<file path="config.mk">
export PLATFORM = sky130hd
export DESIGN_NAME = rrmc_cell
export DESIGN_NICKNAME = d
export VERILOG_FILES = /design/src/rtl/running_rank_min_cost_core_defines.svh /design/src/rtl/rrmc_pkg.sv /design/src/rtl/rrmc_cell.sv
export SDC_FILE = /design/constraint.sdc
export NUM_CORES = 1
export LEC_CHECK = 0
export BUFFER_PORTS_ARGS = -buffer_cell sky130_fd_sc_hd__buf_2
export CORE_MARGIN = 2
export CORE_UTILIZATION = 30
export DETAILED_ROUTE_END_ITERATION = 7
export SYNTH_ARGS = -nofsm -noshare
export SYNTH_HDL_FRONTEND = slang
export SYNTH_SLANG_ARGS = --single-unit
</file>
<file path="constraint.sdc">
create_clock -name clk_i -period 2.7 [get_ports clk_i]
set_clock_uncertainty 0.05 [all_clocks]
set_input_delay 0.54 -clock clk_i [delete_from_list [all_inputs] [get_ports clk_i]]
set_output_delay 0.54 -clock clk_i [all_outputs]
set_load 0.1 [all_outputs]
</file>
<file path="src/rtl/running_rank_min_cost_core_defines.svh">
// Assertion macros shared by the RTL. Each expands to a labelled concurrent
// assertion on the rising edge of clk_i, switched off while rst_ni is low.
`ifndef RUNNING_RANK_MIN_COST_CORE_DEFINES_SVH
`define RUNNING_RANK_MIN_COST_CORE_DEFINES_SVH

// Consequent must hold in the same cycle as the antecedent.
`define RRMC_ASSERT_NOW(lbl, ante, cons) \
  lbl: assert property (@(posedge clk_i) disable iff (!rst_ni) (ante) |-> (cons)) \
    else $error("rrmc assertion failed");

// Consequent must hold in the cycle after the antecedent.
`define RRMC_ASSERT_NEXT(lbl, ante, cons) \
  lbl: assert property (@(posedge clk_i) disable iff (!rst_ni) (ante) |=> (cons)) \
    else $error("rrmc assertion failed");

`endif

</file>
<file path="src/rtl/rrmc_pkg.sv">
`timescale 1ns / 1ps
`default_nettype none
package rrmc_pkg;

  localparam int unsigned ValueW = 32;
  localparam int unsigned CountW = 6;
  localparam int unsigned StepW  = 5;
  localparam int unsigned TotalW = 11;
  // Common width for saturation arithmetic; holds any count and any total sum.
  localparam int unsigned WideW  = 12;

  localparam logic [WideW-1:0] CntMax   = 12'd63;
  localparam logic [WideW-1:0] StepMax  = 12'd31;
  localparam logic [WideW-1:0] TotalMax = 12'd2047;

  // Control part of a query travelling down the chain.
  typedef struct packed {
    logic valid;  // a query occupies this stage
    logic first;  // query opens a new sequence
    logic full;   // store was full on entry: no compare, no write
  } tok_ctrl_t;

endpackage
`default_nettype wire

</file>
<file path="src/rtl/rrmc_cell.sv">
`timescale 1ns / 1ps
`default_nettype none
module rrmc_cell #(
  parameter int unsigned CAPACITY = 64,
  parameter int unsigned IDX      = 0
) (
  input  wire logic                                 clk_i,
  input  wire logic                                 rst_ni,
  input  wire logic                                 en_i,
  input  wire rrmc_pkg::tok_ctrl_t                  ctrl_i,
  input  wire logic signed [rrmc_pkg::ValueW-1:0]   key_i,
  input  wire logic [$clog2(CAPACITY+1)-1:0]        cnt_i,
  input  wire logic [$clog2(CAPACITY+1)-1:0]        less_i,
  input  wire logic [$clog2(CAPACITY+1)-1:0]        more_i,
  output rrmc_pkg::tok_ctrl_t                       ctrl_o,
  output logic signed [rrmc_pkg::ValueW-1:0]        key_o,
  output logic [$clog2(CAPACITY+1)-1:0]             cnt_o,
  output logic [$clog2(CAPACITY+1)-1:0]             less_o,
  output logic [$clog2(CAPACITY+1)-1:0]             more_o
);
  import rrmc_pkg::*;

  localparam int unsigned CW = $clog2(CAPACITY+1);
  localparam logic [CW-1:0] MyIdx = CW'(IDX);

  logic signed [ValueW-1:0] stored_q;
  tok_ctrl_t                ctrl_q;
  logic signed [ValueW-1:0] key_q;
  logic [CW-1:0]            cnt_q, less_q, more_q;
  logic                     live, occupied, wr;
  logic [CW-1:0]            less_d, more_d;

  // The entry is occupied for this query when its slot lies below the
  // query's own fill count; the query writes the first free slot.
  assign live     = ctrl_i.valid && !ctrl_i.full;
  assign occupied = live && (MyIdx < cnt_i);
  assign wr       = live && (MyIdx == cnt_i);

  always_comb begin
    less_d = less_i;
    more_d = more_i;
    if (occupied) begin
      if (stored_q < key_i) begin
        less_d = less_i + CW'(1);
      end else if (stored_q > key_i) begin
        more_d = more_i + CW'(1);
      end
    end
  end

  always_ff @(posedge clk_i) begin
    if (en_i && wr) begin
      stored_q <= key_i;
    end
  end

  always_ff @(posedge clk_i or negedge rst_ni) begin
    if (!rst_ni) begin
      ctrl_q <= '0;
    end else if (en_i) begin
      ctrl_q <= ctrl_i;
    end
  end

  always_ff @(posedge clk_i) begin
    if (en_i) begin
      key_q  <= key_i;
      cnt_q  <= cnt_i;
      less_q <= less_d;
      more_q <= more_d;
    end
  end

  assign ctrl_o = ctrl_q;
  assign key_o  = key_q;
  assign cnt_o  = cnt_q;
  assign less_o = less_q;
  assign more_o = more_q;

endmodule
`default_nettype wire

</file>
==> flow_summary.toml, run 1 <==
[worst_setup_path]
end_kind = "register"
required_ns = 2.74
worstReg2RegStart = "stored_q[21]$_DFFE_PP_"
startpoint_type = "register"
timing.rr.end = "less_o[1]$_DFFE_PP_"
arrival_ns = 2.69
reg2reg_slack_ns = 0.05
worst-r2r-cell-count = 10
worst-setup-path-type = "reg2reg"
path_max_fanout = 5

[final_layout]
drive_gt1_share_pct = 43.9
instances_no_fill = 587
final_cell_mix = "115 x buf_2, 85 x edfxtp_1, 33 x inv_1"
post-route-cell-area_mm2 = 0.00526
num_antenna_cells = 0
fin_nets = 503
layout_commonest_cell = "buf_2"
area_growth_pct = 37.7

[min_path]
hp-start = "cnt_i[6]"
worstHoldPathType = "in2reg"
min_path_cells = 1
min_to = "cnt_o[6]$_DFFE_PP_"

[sta]
fmax_mhz = 377
tightest_slew_ns = 0.503
hold_viol = 0
slew_headroom_pct = 66.7
slew_violations = 0
setup_viol = 0
period_share_pct = 98.2
min_period_ns = 2.65
grt_setup_unrepaired = "true"

[clock_tree]
cts_setup_buffers = 0
cts_tree = "yes"
clockBufferDepth = 2
cts_num_sinks = 88
clk_latency_ns = 0.34
htreeDepth = 3
clk_pin_slew_ns = 0.06
clock-root-buffer = "clkbuf_16"
numCtsBuffers = 9

[detailed_routing]
via_count = 2508
drcViolationCount = 0
drtIter0Drc = 109
wl_per_cell_um = 13.7
avgViaCountPerCell = 4.27
first_pass_iters = 4
final_antenna_net_count = 0
routed_wl_um = 8070

[outcome]
status = "finished, final reports clean"

[die]
die-area_mm2 = 0.0136
start_util_pct = 30.5
die_h_um = 117
ioPinCount = 115
die_x_um = 117
rows = 41
core_area_mm2 = 0.0125

[power]
power_density_mw_per_mm2 = 666
leakage_uw = 0.00226
ir_worst_vdd_uv = 357

[placed_design]
post-dp-hpwl_um = 5880
port_buffers = 114
postPlaceCellArea_mm2 = 0.00485
place_congestion = 0.761
place_inst = 569

[synth]
avgSynthCellArea_um2 = 15.2
syn-cell-area_mm2 = 0.00382
ys_ff_latch = 88
synth_cells = 251
synth_nets = 344
synth_cell_types = 33
ys_warn_count = 0
ys_seq_area_share_pct = 68.8

[grt]
antenna_found_initial = 0
grt_max_degree = 34
grt_usage_pct = 11.7
gr-total-overflow = 0
grt_pass1_wl_um = 11700
first_global_vias = 2417

[flow_run]
max-cap-violations = 0
worst max-delay path, cell delays in order (launching register included):
cell and delay (ns):
edfxtp_1 0.42, ha_4 0.29, and4_4 0.22, buf_4 0.10
and4bb_2 0.26, nor2_2 0.06, a31oi_4 0.22, mux2i_4 0.29
buf_6 0.16, nand2_2 0.07, mux2_2 0.26
state kept, by name, indices dropped and copies added, names as in the netlist:
name	flops
key_o	32
less_o	7
more_o	7
ctrl_o	3
cnt_o	7
stored_q	32
report_power, final:
group / switching [uW] / total, uW / internal [uW] / leakage [uW]
sequential: 17.0 / 1590 / 1570 / 0.000841
combinational: 630 / 786 / 156 / 0.00129
clock: 480 / 1130 / 645 / 0.000128
total: 1130 / 3500 / 2380 / 0.00226
metrics by stage:
| stage | TNS (ns) | setup slack [ns] | util [%] | total power [uW] | hold slack [ns] |
|---|---|---|---|---|---|
| floorplan | 0 | 0.0240 | - | 2190 | 0.194 |
| global placement | -3.90 | -0.370 | 38.8 | 2380 | 0.286 |
| detailed placement | -4.20 | -0.403 | 38.8 | 2390 | 0.291 |
| CTS | 0 | 0.0252 | 41.1 | 3530 | 0.329 |
| global route | -0.337 | -0.0657 | 42.0 | 3630 | 0.333 |
| finish | 0 | 0.0482 | 42.0 | 3500 | 0.344 |
worst max path at each step:
stage                                       from             endpoint  depth (start not counted)
final                     stored_q[21]$_DFFE_PP_  less_o[1]$_DFFE_PP_                         10
after global routing      stored_q[21]$_DFFE_PP_  less_o[2]$_DFFE_PP_                         11
after CTS                 stored_q[19]$_DFFE_PP_  less_o[1]$_DFFE_PP_                         10
after detailed placement               key_i[14]  more_o[1]$_DFFE_PP_                         11
after global placement                 key_i[14]  more_o[1]$_DFFE_PP_                         11
after floorplan                        key_i[14]  less_o[1]$_DFFE_PP_                         10
layer usage:
| layer | vias to the layer above | global-route usage, % | wire [um] |
|---|---|---|---|
| met1 | 1174 | 14.6 | 3520 |
| met2 | 64 | 18.3 | 3970 |
| met4 | 0 | 6.27 | 179 |
| met5 | - | 0 | 0 |
| met3 | 12 | 3.66 | 402 |
| li1 | 1258 | - | - |
synth_stat cells, drive strengths merged:
master	number	area, um^2
buf	1	11.3
or3	1	6.26
a21boi	1	7.51
mux2	5	56.3
and4bb	1	12.5
and3	2	12.5
edfxtp	85	2550
nand2	10	37.5
nor3	3	15.0
and4	6	52.6
o211a	1	10.0
mux2i	1	10.0
inv	33	124
ha	34	425
dfrtp	3	75.1
nor2b	3	18.8
a2111oi	1	8.76
nand4	6	43.8
a211oi	2	15.0
a31oi	1	12.5
o31ai	1	7.51
o21ai	9	45.0
nor4	4	31.3
nor2	5	18.8
xor2	7	61.3
a21oi	12	60.1
nand2b	1	6.26
a21o	1	7.51
nand3	6	30.0
xnor2	5	43.8
cell families after synthesis:
logic type | count (synthesis) | share of synthesized area (%)
DFF | 88 | 68.8
AOI/OAI and AO/OA | 29 | 4.55
adders and majority gates | 34 | 11.1
buffers and inverters | 34 | 3.54
muxes | 6 | 1.74
xor gates and xnor gates | 12 | 2.75
and+or+nand+nor | 48 | 7.47
area by class of cell:
| type | count | area [um^2] |
|---|---|---|
| multi-input combinational | 129 | 1170 |
| sequential | 88 | 2630 |
| timing repair buffer | 149 | 853 |
| tap | 172 | 215 |
| clock buffer | 14 | 254 |
| inverter | 33 | 124 |
| fill | 1215 | 7260 |
| clock inverter | 2 | 8.76 |
repair_timing:
action,in CTS,in global routing
gates resized for setup,2,22
endpoints found under the hold margin,3,0
hold buffers,1,0
pin swaps,2,1
setup endpoints to repair,8,11
cloned,0,1
Note: power is estimated with default switching activity, not from simulation.
==> run 2: changes to the inputs <==
--- a/config.mk
+++ b/config.mk
@@ -7,7 +7,7 @@
 export LEC_CHECK = 0
 export BUFFER_PORTS_ARGS = -buffer_cell sky130_fd_sc_hd__buf_2
 export CORE_MARGIN = 2
-export CORE_UTILIZATION = 30
+export CORE_UTILIZATION = 35
 export DETAILED_ROUTE_END_ITERATION = 7
 export SYNTH_ARGS = -nofsm -noshare
 export SYNTH_HDL_FRONTEND = slang
==> run 2 against run 1 <==
Net effect:
- die area is 14% lower
- via count is 1.3% higher
- sequential power hardly changed
- largest cell class unchanged
- sequential cell count stayed put
- non-clock buffer count is 1 higher
- combinational power is 2% lower
- first-iteration DRC count is 28% lower
==> flow_summary.toml, run 2 (synthesis gave the netlist of run 1 again) <==
[sta]
tightest_slew_ns = 0.520
slew_violations = 0
min_period_ns = 2.58
period_share_pct = 95.5
fmax_mhz = 388
hold_viol = 0
setup_viol = 0
grt_setup_unrepaired = "true"
slew_headroom_pct = 65.6

[grt]
first_global_vias = 2491
met1_usage_pct = 17.1
grt_usage_pct = 13.6
use_met3_pct = 4.46
grt_util_met2_pct = 20.6
antenna_found_initial = 0
grt_max_degree = 33
top_usage_layer = "met2"
gr-total-overflow = 0
grt_pass1_wl_um = 11800

[min_path]
worstHoldPathType = "in2reg"
min_path_cells = 1

[final_layout]
instances_no_fill = 556
layout_commonest_cell = "buf_2"
num_antenna_cells = 0
drive_gt1_share_pct = 43.3
final_cell_mix = "114 x buf_2, 85 x edfxtp_1, 34 x buf_4"
post-route-cell-area_mm2 = 0.00511
area_growth_pct = 33.7
fin_nets = 504

[power]
ir_worst_vdd_uv = 319
power_density_mw_per_mm2 = 639
leakage_uw = 0.00222

[placed_design]
post-dp-hpwl_um = 5750
port_buffers = 114
place_congestion = 0.769
postPlaceCellArea_mm2 = 0.00482
place_inst = 538

[clock_tree]
numCtsBuffers = 9
cts_tree = "yes"
clk_latency_ns = 0.37
clock-root-buffer = "clkbuf_8"
htreeDepth = 3
cts_num_sinks = 88
clk_pin_slew_ns = 0.09
clockBufferDepth = 2

[detailed_routing]
drcViolationCount = 0
drtIter0Drc = 78
first_pass_iters = 4
avgViaCountPerCell = 4.57
final_antenna_net_count = 0
wl_per_cell_um = 13.7
via_count = 2540
routed_wl_um = 7630

[worst_setup_path]
critPathBufInv = 2
worst-r2r-cell-count = 10
cp_slowest_cell = "edfxtp_1"
path_max_fanout = 11
arrival_ns = 2.65
startpoint_type = "register"
path_common_cell = "buf_4"
worst-setup-path-type = "reg2reg"
critPathTopFamily = "simple AND/OR/NAND/NOR gates"
required_ns = 2.77
cp_num_cells = 10
end_kind = "register"
cp_slowest_stage_delay_ns = 0.42
cp_cell_sequence = "ha_4, buf_4, nand4_1, and4bb_2, nor2_1, a31oi_2, mux2i_1, buf_4, nand2_1, mux2_2"

[die]
die_x_um = 108
ioPinCount = 115
die-area_mm2 = 0.0118
die_h_um = 108
start_util_pct = 35.5
rows = 38
core_area_mm2 = 0.0107

[outcome]
status = "finished, final reports clean"

[flow_run]
max-cap-violations = 0
-- run 2: cell count changes in the layout (fill, tap and decap cells not counted), moves of 3 or more --
cell       before  now
clkbuf_1        4    0
clkinv_4        0    3
buf_4          30   34
clkbuf_16       9    0
clkbuf_8        1    9
-- run 2: cell type report --
type	instances	area [um^2]
repair buffers	150	856
multi-input cells	129	1130
clock buffers	9	124
well taps	140	175
inverters	33	124
clock inverters	7	72.6
fillers	1000	5640
flip-flops and latches	88	2630
-- run 2: path summary, 6_finish.rpt --
kind	startpoint	slack [ns]	to
max	stored_q[25]$_DFFE_PP_	0.12	less_o[1]$_DFFE_PP_
min	cnt_i[5]	0.32	cnt_o[5]$_DFFE_PP_
max reg2reg	stored_q[25]$_DFFE_PP_	0.12	less_o[1]$_DFFE_PP_
min reg2reg	ctrl_o[0]$_DFFE_PN0P_	0.46	ctrl_o[0]$_DFFE_PN0P_
max in group asynchronous	rst_ni	2.05	ctrl_o[1]$_DFFE_PN0P_
min in group asynchronous	rst_ni	0.44	ctrl_o[0]$_DFFE_PN0P_
-- run 2: power breakdown --
| part | switching [uW] | leakage [uW] | internal (uW) | total (uW) |
|---|---|---|---|---|
| sequential | 16.5 | 0.000841 | 1570 | 1590 |
| clock | 475 | 0.0000968 | 427 | 902 |
| combinational | 622 | 0.00129 | 151 | 773 |
-- run 2: routing by layer --
layer	share of wire (%)	wire length, um
met1	45	3430
met2	45	3470
met3	6.9	526
met4	2.6	199
met5	0	0
-- run 2: stage by stage --
stage | total power (uW) | utilization, % | setup slack (ns) | TNS (ns) | hold slack [ns]
2_1_floorplan | 2190 | - | 0.0240 | 0 | 0.194
3_3_place_gp | 2380 | 44.9 | -0.240 | -1.96 | 0.287
3_5_place_dp | 2390 | 44.9 | -0.306 | -2.77 | 0.289
4_1_cts | 3300 | 46.9 | 0.0182 | 0 | 0.289
5_1_grt | 3400 | 47.5 | -0.00553 | -0.0101 | 0.296
6_report | 3260 | 47.5 | 0.122 | 0 | 0.318
-- run 2: worst register-to-register path, delay by kind of cell (launching register included) --
family / cells / cell delay [ns]
muxes: 2 / 0.48
buffers and inverters: 2 / 0.29
AOI/OAI and AO/OA: 1 / 0.21
DFF: 1 / 0.42
and+or+nand+nor: 4 / 0.61
adders and majority gates: 1 / 0.29
-- run 2: timing repair --
item / 4_1_cts / 5_1_grt
hold buffers: 1 / 0
hold endpoints to repair: 3 / 0
endpoints found under the setup margin: 1 / 8
gates resized for setup: 1 / 8
buffers inserted: 0 / 1
pin swaps: 0 / 3
