File: src/rtl/running_rank_min_cost_core_defines.svh
// Assertion macros shared by the RTL. Each expands to a labelled concurrent
// assertion on the rising edge of clk_i, switched off while rst_ni is low.
`ifndef RUNNING_RANK_MIN_COST_CORE_DEFINES_SVH
`define RUNNING_RANK_MIN_COST_CORE_DEFINES_SVH

// Consequent must hold in the same cycle as the antecedent.
`define RRMC_ASSERT_NOW(lbl, ante, cons) \
  lbl: assert property (@(posedge clk_i) disable iff (!rst_ni) (ante) |-> (cons)) \
    else $error("rrmc assertion failed");

// Consequent must hold in the cycle after the antecedent.
`define RRMC_ASSERT_NEXT(lbl, ante, cons) \
  lbl: assert property (@(posedge clk_i) disable iff (!rst_ni) (ante) |=> (cons)) \
    else $error("rrmc assertion failed");

`endif

File: src/rtl/rrmc_pkg.sv
`timescale 1ns / 1ps
`default_nettype none
package rrmc_pkg;

  localparam int unsigned ValueW = 32;
  localparam int unsigned CountW = 6;
  localparam int unsigned StepW  = 5;
  localparam int unsigned TotalW = 11;
  // Common width for saturation arithmetic; holds any count and any total sum.
  localparam int unsigned WideW  = 12;

  localparam logic [WideW-1:0] CntMax   = 12'd63;
  localparam logic [WideW-1:0] StepMax  = 12'd31;
  localparam logic [WideW-1:0] TotalMax = 12'd2047;

  // Control part of a query travelling down the chain.
  typedef struct packed {
    logic valid;  // a query occupies this stage
    logic first;  // query opens a new sequence
    logic full;   // store was full on entry: no compare, no write
  } tok_ctrl_t;

endpackage
`default_nettype wire

File: src/rtl/rrmc_tail.sv
`timescale 1ns / 1ps
`default_nettype none
module rrmc_tail #(
  parameter int unsigned CAPACITY = 64
) (
  input  wire logic                                clk_i,
  input  wire logic                                rst_ni,
  input  wire logic                                en_i,
  input  wire rrmc_pkg::tok_ctrl_t                 ctrl_i,
  input  wire logic [$clog2(CAPACITY+1)-1:0]       less_i,
  input  wire logic [$clog2(CAPACITY+1)-1:0]       more_i,
  output logic                                     valid_o,
  output logic [rrmc_pkg::CountW-1:0]              smaller_o,
  output logic [rrmc_pkg::CountW-1:0]              larger_o,
  output logic [rrmc_pkg::StepW-1:0]               step_o,
  output logic [rrmc_pkg::TotalW-1:0]              total_o,
  output logic                                     full_o
);
  import rrmc_pkg::*;

  logic [WideW-1:0]  less_w, more_w, step_w, base_w, sum_w;
  logic [TotalW-1:0] total_q, total_d;
  logic              valid_q, full_q;
  logic [CountW-1:0] smaller_q, larger_q, smaller_d, larger_d;
  logic [StepW-1:0]  step_q, step_d;

  always_comb begin
    less_w = WideW'(less_i);
    more_w = WideW'(more_i);
    step_w = (less_w < more_w) ? less_w : more_w;
    base_w = ctrl_i.first ? '0 : WideW'(total_q);
    sum_w  = base_w + step_w;
    if (ctrl_i.full) begin
      smaller_d = '0;
      larger_d  = '0;
      step_d    = '0;
      total_d   = base_w[TotalW-1:0];
    end else begin
      smaller_d = (less_w > CntMax) ? CntMax[CountW-1:0] : less_w[CountW-1:0];
      larger_d  = (more_w > CntMax) ? CntMax[CountW-1:0] : more_w[CountW-1:0];
      step_d    = (step_w > StepMax) ? StepMax[StepW-1:0] : step_w[StepW-1:0];
      total_d   = (sum_w > TotalMax) ? TotalMax[TotalW-1:0] : sum_w[TotalW-1:0];
    end
  end

  always_ff @(posedge clk_i or negedge rst_ni) begin
    if (!rst_ni) begin
      valid_q <= 1'b0;
      total_q <= '0;
    end else if (en_i) begin
      valid_q <= ctrl_i.valid;
      if (ctrl_i.valid) begin
        total_q <= total_d;
      end
    end
  end

  always_ff @(posedge clk_i) begin
    if (en_i && ctrl_i.valid) begin
      smaller_q <= smaller_d;
      larger_q  <= larger_d;
      step_q    <= step_d;
      full_q    <= ctrl_i.full;
    end
  end

  assign valid_o   = valid_q;
  assign smaller_o = smaller_q;
  assign larger_o  = larger_q;
  assign step_o    = step_q;
  assign total_o   = total_q;
  assign full_o    = full_q;

endmodule
`default_nettype wire

File: config.mk
export PLATFORM = sky130hd
export DESIGN_NAME = rrmc_tail
export DESIGN_NICKNAME = d
export VERILOG_FILES = /design/src/rtl/running_rank_min_cost_core_defines.svh /design/src/rtl/rrmc_pkg.sv /design/src/rtl/rrmc_tail.sv
export SDC_FILE = /design/constraint.sdc
export NUM_CORES = 1
export LEC_CHECK = 0
export BUFFER_PORTS_ARGS = -buffer_cell sky130_fd_sc_hd__buf_2
export CAP_MARGIN = 10
export CORE_ASPECT_RATIO = 1.4
export CORE_UTILIZATION = 56
export DETAILED_ROUTE_END_ITERATION = 12
export PLACE_DENSITY = 0.84
export SYNTH_ARGS = -nofsm -noshare
export SYNTH_HDL_FRONTEND = slang
export SYNTH_SLANG_ARGS = --single-unit
File: constraint.sdc
create_clock -name clk_i -period 3.83 [get_ports clk_i]
set_clock_uncertainty 0.15 [all_clocks]
set_input_delay 0.5745 -clock clk_i [delete_from_list [all_inputs] [get_ports clk_i]]
set_output_delay 0.5745 -clock clk_i [all_outputs]
set_load 0.005 [all_outputs]
==> results.tsv, run 1 <==
metric	value	unit
synth_area	1900	µm²
wl	4.35	mm
fin_ws	0.215	ns
die_w	51.3	µm
via_per_inst	5.68	
vias	1694	
antennaDiodeCount	0	
place_congestion	0.836	
antenna_found_initial	0	
tns	0	ns
ir_drop	0.341	mV
cts_hold_buffers	0	
setup_viol	0	
start_util	0.598	
root_buffer	clkbuf_8	
start_kind	primary input	
portBuffers	49	
die_h	71.0	µm
async_reset_ff_frac	0.400	
ys_seq_elements	30	
post_cts_buffers	0	
end_kind	register	
cp.required	3.84	ns
cts_tree	yes	
grt.total_usage	0.264	
drive_gt1_frac	0.320	
reg2reg_from	total_o[0]	
syn2layout_area_growth	24.5	%
drt_iter0_drc	50	
grt_pass1_vias	1617	
hold_path_class	primary input to asynchronous set/reset pin	
powerDensity	412	nW/µm²
startpoint	more_i[4]	
maxSlewViolCount	0	
status	completed	
period_needed	3.61	ns
r2r_cells	12	
route.detailed.drc	0	
worstSetupPathType	primary input to register	
power	0.976	mW
first_pass_iters	4	
syn_inst	196	
ys.warnings.count	0	
cts_buffers	5	
yosysSeqAreaShare	0.442	
gr-total-overflow	0	
route.antenna.remaining_nets	0	
num_rows	24	
grt_max_degree	26	
cts.sinks	30	
clock_latency	0.29	ns
ios	50	
slew_headroom	0.718	
path_clk_slew	0.06	ns
worstPathArrival	3.63	ns
wl_per_cell	14.6	µm
cts-htree-levels	2	
die-area	3640	µm²
synth_ff_type	edfxtp_1	
synth_edf_count	18	
avgSynthCellArea	9.71	µm²
max-clock-path-buffers	2	
fp.coreArea	3180	µm²
finalHoldViolCount	0	
crit_fanout	5	
regArea	841	µm²
multi_input_area	1010	µm²
final_nets	292	
rsz0062_at_grt	no	
nFillCells	253	
worst_slew_pin_slew	0.419	ns
max_cap_violations	0	
synth_cell_types	42	
pre_cts_ws	-0.137	ns
final_util	0.744	
grt_first_pass_wirelength	7.13	mm
clock.fmax	0.277	GHz
hpwl	3.25	mm
p_leak	1.16	nW
post-route-period-util	0.944	
syn-num-nets	230	
-- cell type report --
| class | instances | area share |
|---|---|---|
| flip-flops and latches | 30 | 0.355 |
| well taps | 39 | 0.0206 |
| repair buffers | 60 | 0.138 |
| inverters | 16 | 0.0253 |
| multi-input cells | 145 | 0.425 |
| clock inverters | 3 | 0.00686 |
| clock buffers | 5 | 0.0290 |
-- cells by family (layout without fill, tap and decap cells) --
group                      Yosys count  after routing  synth area share
AOI/OAI and AO/OA                   45             45             0.174
xor gates and xnor gates             7              7            0.0322
adders and majority gates           14             14            0.0960
buffers and inverters               21             84            0.0434
DFF                                 30             30             0.442
muxes                                7              7            0.0375
and+or+nand+nor                     72             72             0.176
-- path summary, 6_finish.rpt --
| check | end | slack (ns) |
|---|---|---|
| min in group clk_i | valid_o | 0.33 |
| max in group asynchronous | total_o[6] | 3.30 |
| worst max register to register | total_o[8] | 1.23 |
| worst min register to register | total_o[0] | 0.37 |
| worst max-delay path | total_o[6] | 0.22 |
| worst min-delay path | total_o[5] | 0.009 |
-- flip-flops by register name, indices dropped and copies added, names as in the netlist --
signal     count
total_o       11
larger_o       6
smaller_o      6
step_o         5
full_o         1
valid_o        1
-- Yosys cell counts (2+ instances only) --
master,count,share of area
a211oi_1,3,0.012
a21o_1,3,0.012
a21oi_1,13,0.034
a2bb2oi_1,2,0.0092
buf_1,2,0.0039
clkbuf_1,2,0.0039
dfrtp_1,12,0.16
edfxtp_1,18,0.28
ha_1,13,0.085
inv_1,14,0.028
mux2i_1,6,0.032
nand2_1,22,0.043
nand2b_1,2,0.0066
nand3_1,3,0.0079
nand4_1,2,0.0066
nor2_1,24,0.047
nor2b_1,7,0.023
nor3_1,3,0.0079
o211ai_2,5,0.033
o21ai_0,4,0.011
o21ai_1,6,0.016
o221a_1,2,0.012
or3_1,3,0.0099
or4_1,2,0.0079
xnor2_1,4,0.018
xor2_1,3,0.014
-- worst max-delay path, stage by stage --
cell      delay (ns)
buf_2           0.11
inv_1           0.06
ha_1            0.30
a21oi_1         0.16
o21ai_1         0.12
a21oi_4         0.13
mux2_2          0.38
ha_1            0.22
inv_1           0.08
fa_2            0.23
nor2b_1         0.06
o21ai_2         0.25
a211oi_1        0.11
mux2i_1         0.23
nand2_1         0.09
o31a_1          0.27
xnor2_2         0.16
o211ai_2        0.08
-- power by group --
group          leakage (nW)  internal [mW]  total (mW)  switching (mW)
combinational         0.800          0.150       0.323           0.173
sequential            0.315          0.385       0.408          0.0229
clock                0.0416          0.124       0.245           0.121
-- metal layers --
metal  vias to the layer above  GRT usage  share of wire
met4                         0      0.135          0.022
li1                        823          -              -
met5                         -          0              0
met3                        10     0.0430          0.049
met2                        60      0.482           0.55
met1                       801      0.284           0.38
-- cells in the final DEF (no fill, tap or decap), types with 5 or more instances in the layout --
| master | count |
|---|---|
| a21oi_1 | 12 |
| buf_2 | 49 |
| buf_4 | 11 |
| clkbuf_8 | 5 |
| dfrtp_1 | 12 |
| edfxtp_1 | 18 |
| ha_1 | 13 |
| inv_1 | 14 |
| mux2i_1 | 6 |
| nand2_1 | 22 |
| nor2_1 | 24 |
| nor2b_1 | 7 |
| o211ai_2 | 5 |
| o21ai_1 | 6 |
-- through the flow --
step / cells / cell area [µm²] / hold slack (ns)
after detailed placement: 290 / 2260 / 0.319
after global routing: 298 / 2370 / 0.0333
after floorplan: 196 / 1900 / 0.129
final: 298 / 2370 / 0.00939
after CTS: 298 / 2340 / 0.0130
after global placement: 290 / 2260 / 0.315
-- timing repair --
item                                   4_1_cts  5_1_grt
setup endpoints to repair                    0        7
endpoints found under the hold margin        0        0
resized for setup                            0        8
Power figures use the tool's default switching activity.
==> run 2: changes to the inputs <==
--- a/config.mk
+++ b/config.mk
@@ -5,12 +5,13 @@
 export SDC_FILE = /design/constraint.sdc
 export NUM_CORES = 1
 export LEC_CHECK = 0
+export ABC_AREA = 1
 export BUFFER_PORTS_ARGS = -buffer_cell sky130_fd_sc_hd__buf_2
 export CAP_MARGIN = 10
 export CORE_ASPECT_RATIO = 1.4
 export CORE_UTILIZATION = 56
 export DETAILED_ROUTE_END_ITERATION = 12
-export PLACE_DENSITY = 0.84
+export PLACE_DENSITY = 0.83
 export SYNTH_ARGS = -nofsm -noshare
 export SYNTH_HDL_FRONTEND = slang
 export SYNTH_SLANG_ARGS = --single-unit
==> run 2 against run 1 <==
Effect of this change:
- maximum frequency grew 6.0%
- highest routed layer unchanged
- sequential cell count unchanged
- synthesized area increased by 7.3%
- critical path type unchanged
- clock power increased by 28%
- non-clock buffer count decreased by 8
- largest power group unchanged
- design area rose by 2.0%
- power up 4.7%
- die area grew 7.0%
- global-route usage is 0.67 points higher
==> results.tsv, run 2 <==
metric	value	unit	change
status	completed		
cp_common_cell	nand2_1		
antenna_found_initial	0		unchanged
avgSynthCellArea	7.85	µm²	-19%
clock_latency	0.28	ns	about the same
ys.warnings.count	0		unchanged
period_needed	3.41	ns	-0.205 ns
mostFrequentLayoutCells	nand2_1, inv_1, buf_2		
finalHoldViolCount	0		unchanged
seqPwrFrac	0.394		-0.024
drive_gt1_frac	0.242		-0.0784
tns	0	ns	unchanged
path_clk_slew	0.07	ns	about the same
grt.total_usage	0.271		+0.00667
post-route-period-util	0.890		-0.0536
place_congestion	0.916		+9.7%
hold_path_class	primary input to asynchronous set/reset pin		
power	1.02	mW	+4.7%
maxSlewViolCount	0		unchanged
nFillCells	297		+17%
synth_edf_count	18		unchanged
synthMostInstantiatedCell	nand2_1		
wl_per_cell	13.5	µm	-7.4%
cp.required	3.86	ns	+0.02 ns
synth_top_cell_area_share	0.265		-0.0193
final_nets	347		+19%
synth_ff_type	edfxtp_1		
drt_iter0_drc	61		+22%
cp_slowest_cell	fa_1		
num_rows	25		+4.2%
cpPeakStageDelay	0.44	ns	+0.06 ns
ir_drop	0.291	mV	-15%
regArea	841	µm²	unchanged
max-clock-path-buffers	2		unchanged
path_cells	buf_2 -> ha_1 -> nand2_1 -> inv_1 -> a21oi_4 -> nand2_2 -> o21ai_0 -> ha_1 -> inv_1 -> fa_1 -> nand3b_1 -> and2_0 -> inv_1 -> nand4_1 -> nand2_1 -> nand2_1 -> xor2_1 -> nand2_1 -> nand2_1 -> inv_1		
start_kind	primary input		
ys_top_cells_by_count	nand2_1, inv_1, nor2_1		
syn2layout_area_growth	18.3	%	
holdWs	0.0142	ns	+0.00482 ns
vias	1881		+11%
max_cap_violations	0		unchanged
p_switching	0.327	mW	+3.3%
worstSetupPathType	primary input to register		
slew_headroom	0.656		-0.0620
syn_inst	260		+33%
p_leak	1.28	nW	+11%
powerDensity	423	nW/µm²	+2.7%
wl	4.78	mm	+10%
portBuffers	49		unchanged
ios	50		unchanged
layout_commonest_cell	nand2_1		
start_util	0.593		-0.00442
grt_pass1_vias	1777		+9.9%
yosys-top-cells-area	edfxtp_1, dfrtp_1, nand2_1, inv_1, ha_1		
yosysSeqAreaShare	0.412		-0.0300
clock.fmax	0.293	GHz	+6.0%
crit_fanout	6		+1
first_pass_iters	4		unchanged
root_buffer	clkbuf_8		
worst_slew_pin_slew	0.516	ns	+0.0969 ns
cts-htree-levels	2		unchanged
synth_area	2040	µm²	+7.3%
cts_resized	0		unchanged
die_w	53.0	µm	+3.4%
gr-total-overflow	0		unchanged
async_reset_ff_frac	0.400		unchanged
clockPowerShare	0.308		+0.057
switching_share	0.320		-0.00417
route.antenna.remaining_nets	0		unchanged
grt_max_degree	20		-23%
syn-num-nets	294		+28%
route.detailed.drc	0		unchanged
p_int	0.694	mW	+5.3%
setup_viol	0		unchanged
cts_buffers	5		unchanged
largest_register_ffs	11		unchanged
die-area	3900	µm²	+7.0%
antennaDiodeCount	0		unchanged
synth_cell_types	28		-33%
grt_first_pass_wirelength	7.50	mm	+5.2%
post_cts_buffers	0		unchanged
multi_input_area	957	µm²	-5.0%
rsz0062_at_grt	no		
end_kind	register		
via_per_inst	5.31		-6.5%
cts_hold_buffers	0		unchanged
die_h	73.5	µm	+3.5%
cts.sinks	30		unchanged
fp.coreArea	3440	µm²	+8.1%
power_frac_comb	0.298		-0.033
hpwl	3.60	mm	+11%
cts_tree	yes		
ys_seq_elements	30		unchanged
worstPathArrival	3.44	ns	-0.19 ns
yosys.area.top_type	edfxtp_1		
==> run 2: changes by cell type in the layout (fill, tap and decap cells not counted), sizes merged, moves of 3 or more <==
| cell | previous run | this run |
|---|---|---|
| o21ai | 10 | 20 |
| nor2b | 7 | 0 |
| o22ai | 0 | 5 |
| a21oi | 14 | 19 |
| mux2i | 6 | 0 |
| a211oi | 3 | 0 |
| a21o | 3 | 0 |
| nand2 | 22 | 61 |
| nor2 | 24 | 29 |
| inv | 15 | 50 |
| buf | 60 | 52 |
| o211ai | 6 | 0 |
| nand3 | 4 | 12 |
| or3 | 3 | 0 |
==> run 2: layout make-up <==
cell class	instances	share of cell area
clock inverters	3	0.0166
clock buffers	5	0.0285
inverters	51	0.0792
well taps	40	0.0207
multi-input cells	173	0.396
repair buffers	52	0.111
flip-flops and latches	30	0.348
==> run 2: path summary, 6_finish.rpt <==
check | cells past startpoint | slack (ns) | startpoint | to
setup / recovery | 20 | 0.42 | less_i[6] | total_o[8]
hold / removal | 1 | 0.01 | rst_ni | total_o[3]
setup reg to reg | 15 | 1.29 | total_o[0] | total_o[8]
hold reg to reg | 2 | 0.38 | valid_o | valid_o
max in group asynchronous | 1 | 3.28 | rst_ni | total_o[2]
min in group clk_i | 2 | 0.35 | en_i | valid_o
==> run 2: per-stage QoR <==
stage	instance area, µm²	worst slack [ns]	cells	utilization
5_1_grt	2420	0.121	354	0.702
3_3_place_gp	2310	0.278	346	0.671
6_report	2420	0.421	354	0.702
2_1_floorplan	2040	0.288	260	-
3_5_place_dp	2310	0.182	346	0.671
4_1_cts	2420	0.430	354	0.702
==> run 2: routing by layer <==
layer	up-vias	global-route usage	wire length [µm]
met2	72	0.505	2570
met5	-	0	0
li1	936	-	-
met1	856	0.262	1800
met4	0	0.146	165
met3	17	0.0663	247
==> run 2: power by group through the flow <==
| stage | Sequential, mW | Combinational, mW | Clock (mW) |
|---|---|---|---|
| floorplan | 0.412 | 0.197 | 0 |
| global placement | 0.407 | 0.290 | 0 |
| detailed placement | 0.409 | 0.299 | 0 |
| CTS | 0.403 | 0.304 | 0.319 |
| global route | 0.407 | 0.345 | 0.332 |
| finish | 0.402 | 0.305 | 0.314 |
==> run 2: logic make-up after synthesis <==
family                     after synthesis  synth area share
and+or+nand+nor                        109             0.235
xor gates and xnor gates                 6            0.0257
adders and majority gates               14            0.0895
AOI/OAI and AO/OA                       44             0.118
buffers and inverters                   57             0.119
DFF                                     30             0.412
==> run 2: critical path: cells and delay by family <==
kind	cells	cell delay, ns
fa+ha+maj	3	0.97
simple gates	9	0.96
buf+inv	5	0.39
compound gates	2	0.40
xor+xnor	1	0.15
==> run 3: changes to the inputs <==
--- a/config.mk
+++ b/config.mk
@@ -9,9 +9,9 @@
 export BUFFER_PORTS_ARGS = -buffer_cell sky130_fd_sc_hd__buf_2
 export CAP_MARGIN = 10
 export CORE_ASPECT_RATIO = 1.4
-export CORE_UTILIZATION = 56
+export CORE_UTILIZATION = 53
 export DETAILED_ROUTE_END_ITERATION = 12
-export PLACE_DENSITY = 0.83
+export PLACE_DENSITY = 0.79
 export SYNTH_ARGS = -nofsm -noshare
 export SYNTH_HDL_FRONTEND = slang
 export SYNTH_SLANG_ARGS = --single-unit
==> constraint.sdc (replaced) <==
create_clock -name clk_i -period 3.6 [get_ports clk_i]
set_clock_uncertainty 0.15 [all_clocks]
set_input_delay 0.54 -clock clk_i [delete_from_list [all_inputs] [get_ports clk_i]]
set_output_delay 0.54 -clock clk_i [all_outputs]
set_load 0.005 [all_outputs]
==> run 3 against run 2 <==
Effect of this change:
- non-clock buffer count rose by 3
- global-route usage fell by 1.2 points
- critical path depth rose by 3
- design area rose by 1.1%
- critical endpoint unchanged
==> results.tsv, run 3 (synthesis results as in run 2) <==
metric	value	unit	change
status	completed		
drt_iter0_drc	37		-39%
portBuffers	49		unchanged
regToRegSetupSlack	1.14	ns	-0.15 ns
num_rows	26		+4.0%
period_needed	3.34	ns	
holdWs	0.321	ns	+0.307 ns
place_congestion	0.882		-3.8%
hpwl	3.54	mm	-1.7%
drive_gt1_frac	0.246		+0.00402
worstPathArrival	3.37	ns	-0.07 ns
largest_register_ffs	11		unchanged
post_cts_buffers	0		unchanged
worstSetupPathType	primary input to register		
cts_buffers	5		unchanged
ios	50		unchanged
grt_first_pass_wirelength	7.54	mm	+0.55%
final_nets	350		+0.86%
pre_cts_ws	-0.0373	ns	-0.219 ns
grt.total_usage	0.259		-0.0118
finalHoldViolCount	0		unchanged
layout_commonest_cell	nand2_1		
cp.required	3.63	ns	-0.23 ns
p_leak	1.29	nW	+1.1%
gr-total-overflow	0		unchanged
maxSlewViolCount	0		unchanged
fin_ws	0.262	ns	-0.159 ns
wl_per_cell	12.9	µm	-4.2%
die_w	54.5	µm	+2.7%
grt_max_degree	23		+15%
max_cap_violations	0		unchanged
die-area	4110	µm²	+5.5%
antenna_found_initial	0		unchanged
first_pass_iters	4		unchanged
crit_fanout	4		-2
mostFrequentLayoutCells	nand2_1, inv_1, buf_2		
cts-htree-levels	2		unchanged
antennaDiodeCount	0		unchanged
start_kind	primary input		
clock_latency	0.28	ns	about the same
cts_resized	0		unchanged
ir_drop	0.333	mV	+14%
powerDensity	445	nW/µm²	+5.2%
root_buffer	clkbuf_8		
cts_hold_buffers	1		+1
via_per_inst	5.23		-1.6%
rsz0062_at_grt	no		
wl	4.65	mm	-2.8%
hold_path_class	primary input to register		
final_util	0.665		-0.0374
dp.cells	350		+1.2%
cts_tree	yes		
grt_pass1_vias	1797		+1.1%
setup_viol	0		unchanged
fp.coreArea	3680	µm²	+6.8%
route.detailed.drc	0		unchanged
fin_cells	359		+1.4%
slew_headroom	0.492		-0.164
start_util	0.555		-0.0380
syn2layout_area_growth	19.7	%	
post-route-period-util	0.927		
path_clk_slew	0.07	ns	about the same
cts.sinks	30		unchanged
clock.fmax	0.300	GHz	
tns	0	ns	unchanged
max-clock-path-buffers	2		unchanged
end_kind	register		
vias	1878		-0.16%
die_h	75.4	µm	+2.7%
route.antenna.remaining_nets	0		unchanged
worst_slew_pin_slew	0.762	ns	+0.246 ns
run 3: cell types whose count changed in the layout (fill, tap and decap cells not counted), sizes merged:
cell	change
buf	+2
dlygate4sd3	+1
run 3: final timing paths:
path | start | end | depth (start not counted)
min | en_i | valid_o | 2
max | more_i[2] | total_o[8] | 23
max reg2reg | total_o[0] | total_o[8] | 15
min reg2reg | total_o[7] | total_o[7] | 2
min in group asynchronous | rst_ni | total_o[3] | 2
max in group asynchronous | rst_ni | total_o[10] | 2
run 3: stage by stage:
stage / area (µm²) / total power [mW]
3_5_place_dp: 2320 / 0.752
2_1_floorplan: 2040 / 0.648
5_1_grt: 2440 / 1.16
3_3_place_gp: 2320 / 0.744
4_1_cts: 2440 / 1.09
6_report: 2440 / 1.09
run 3: per-layer routing:
layer	track usage	vias to the layer above	wire [µm]
met2	0.507	72	2550
met4	0.103	0	78
li1	-	941	-
met3	0.0539	7	259
met5	0	-	0
met1	0.251	858	1760
run 3: critical path: stages:
cell and delay, ns:
buf_2 0.09, inv_1 0.05, ha_1 0.30, nand2_1 0.08, clkinv_1 0.06, nand2_1 0.05
nand2_1 0.07, nand2_2 0.10, nand2_2 0.08, o21ai_0 0.23, ha_1 0.21, inv_1 0.06
fa_1 0.44, nand3b_1 0.17, and2_0 0.19, inv_1 0.08, nand4_1 0.09, nand2_1 0.10
nand2_1 0.07, xor2_1 0.15, nand2_1 0.06, nand2_1 0.05, inv_1 0.04
run 3: area by class of cell:
| cell class | count | area, µm² |
|---|---|---|
| Multi-Input combinational cell | 173 | 957 |
| Fill cell | 329 | 1230 |
| Timing Repair Buffer | 55 | 293 |
| Clock buffer | 5 | 68.8 |
| Clock inverter | 3 | 40.0 |
| Tap cell | 42 | 52.6 |
| Sequential cell | 30 | 841 |
| Inverter | 51 | 191 |
run 3: where the power goes:
group	internal (mW)	switching (mW)
clock	0.203	0.134
combinational	0.130	0.193
sequential	0.409	0.0176
total	0.742	0.344
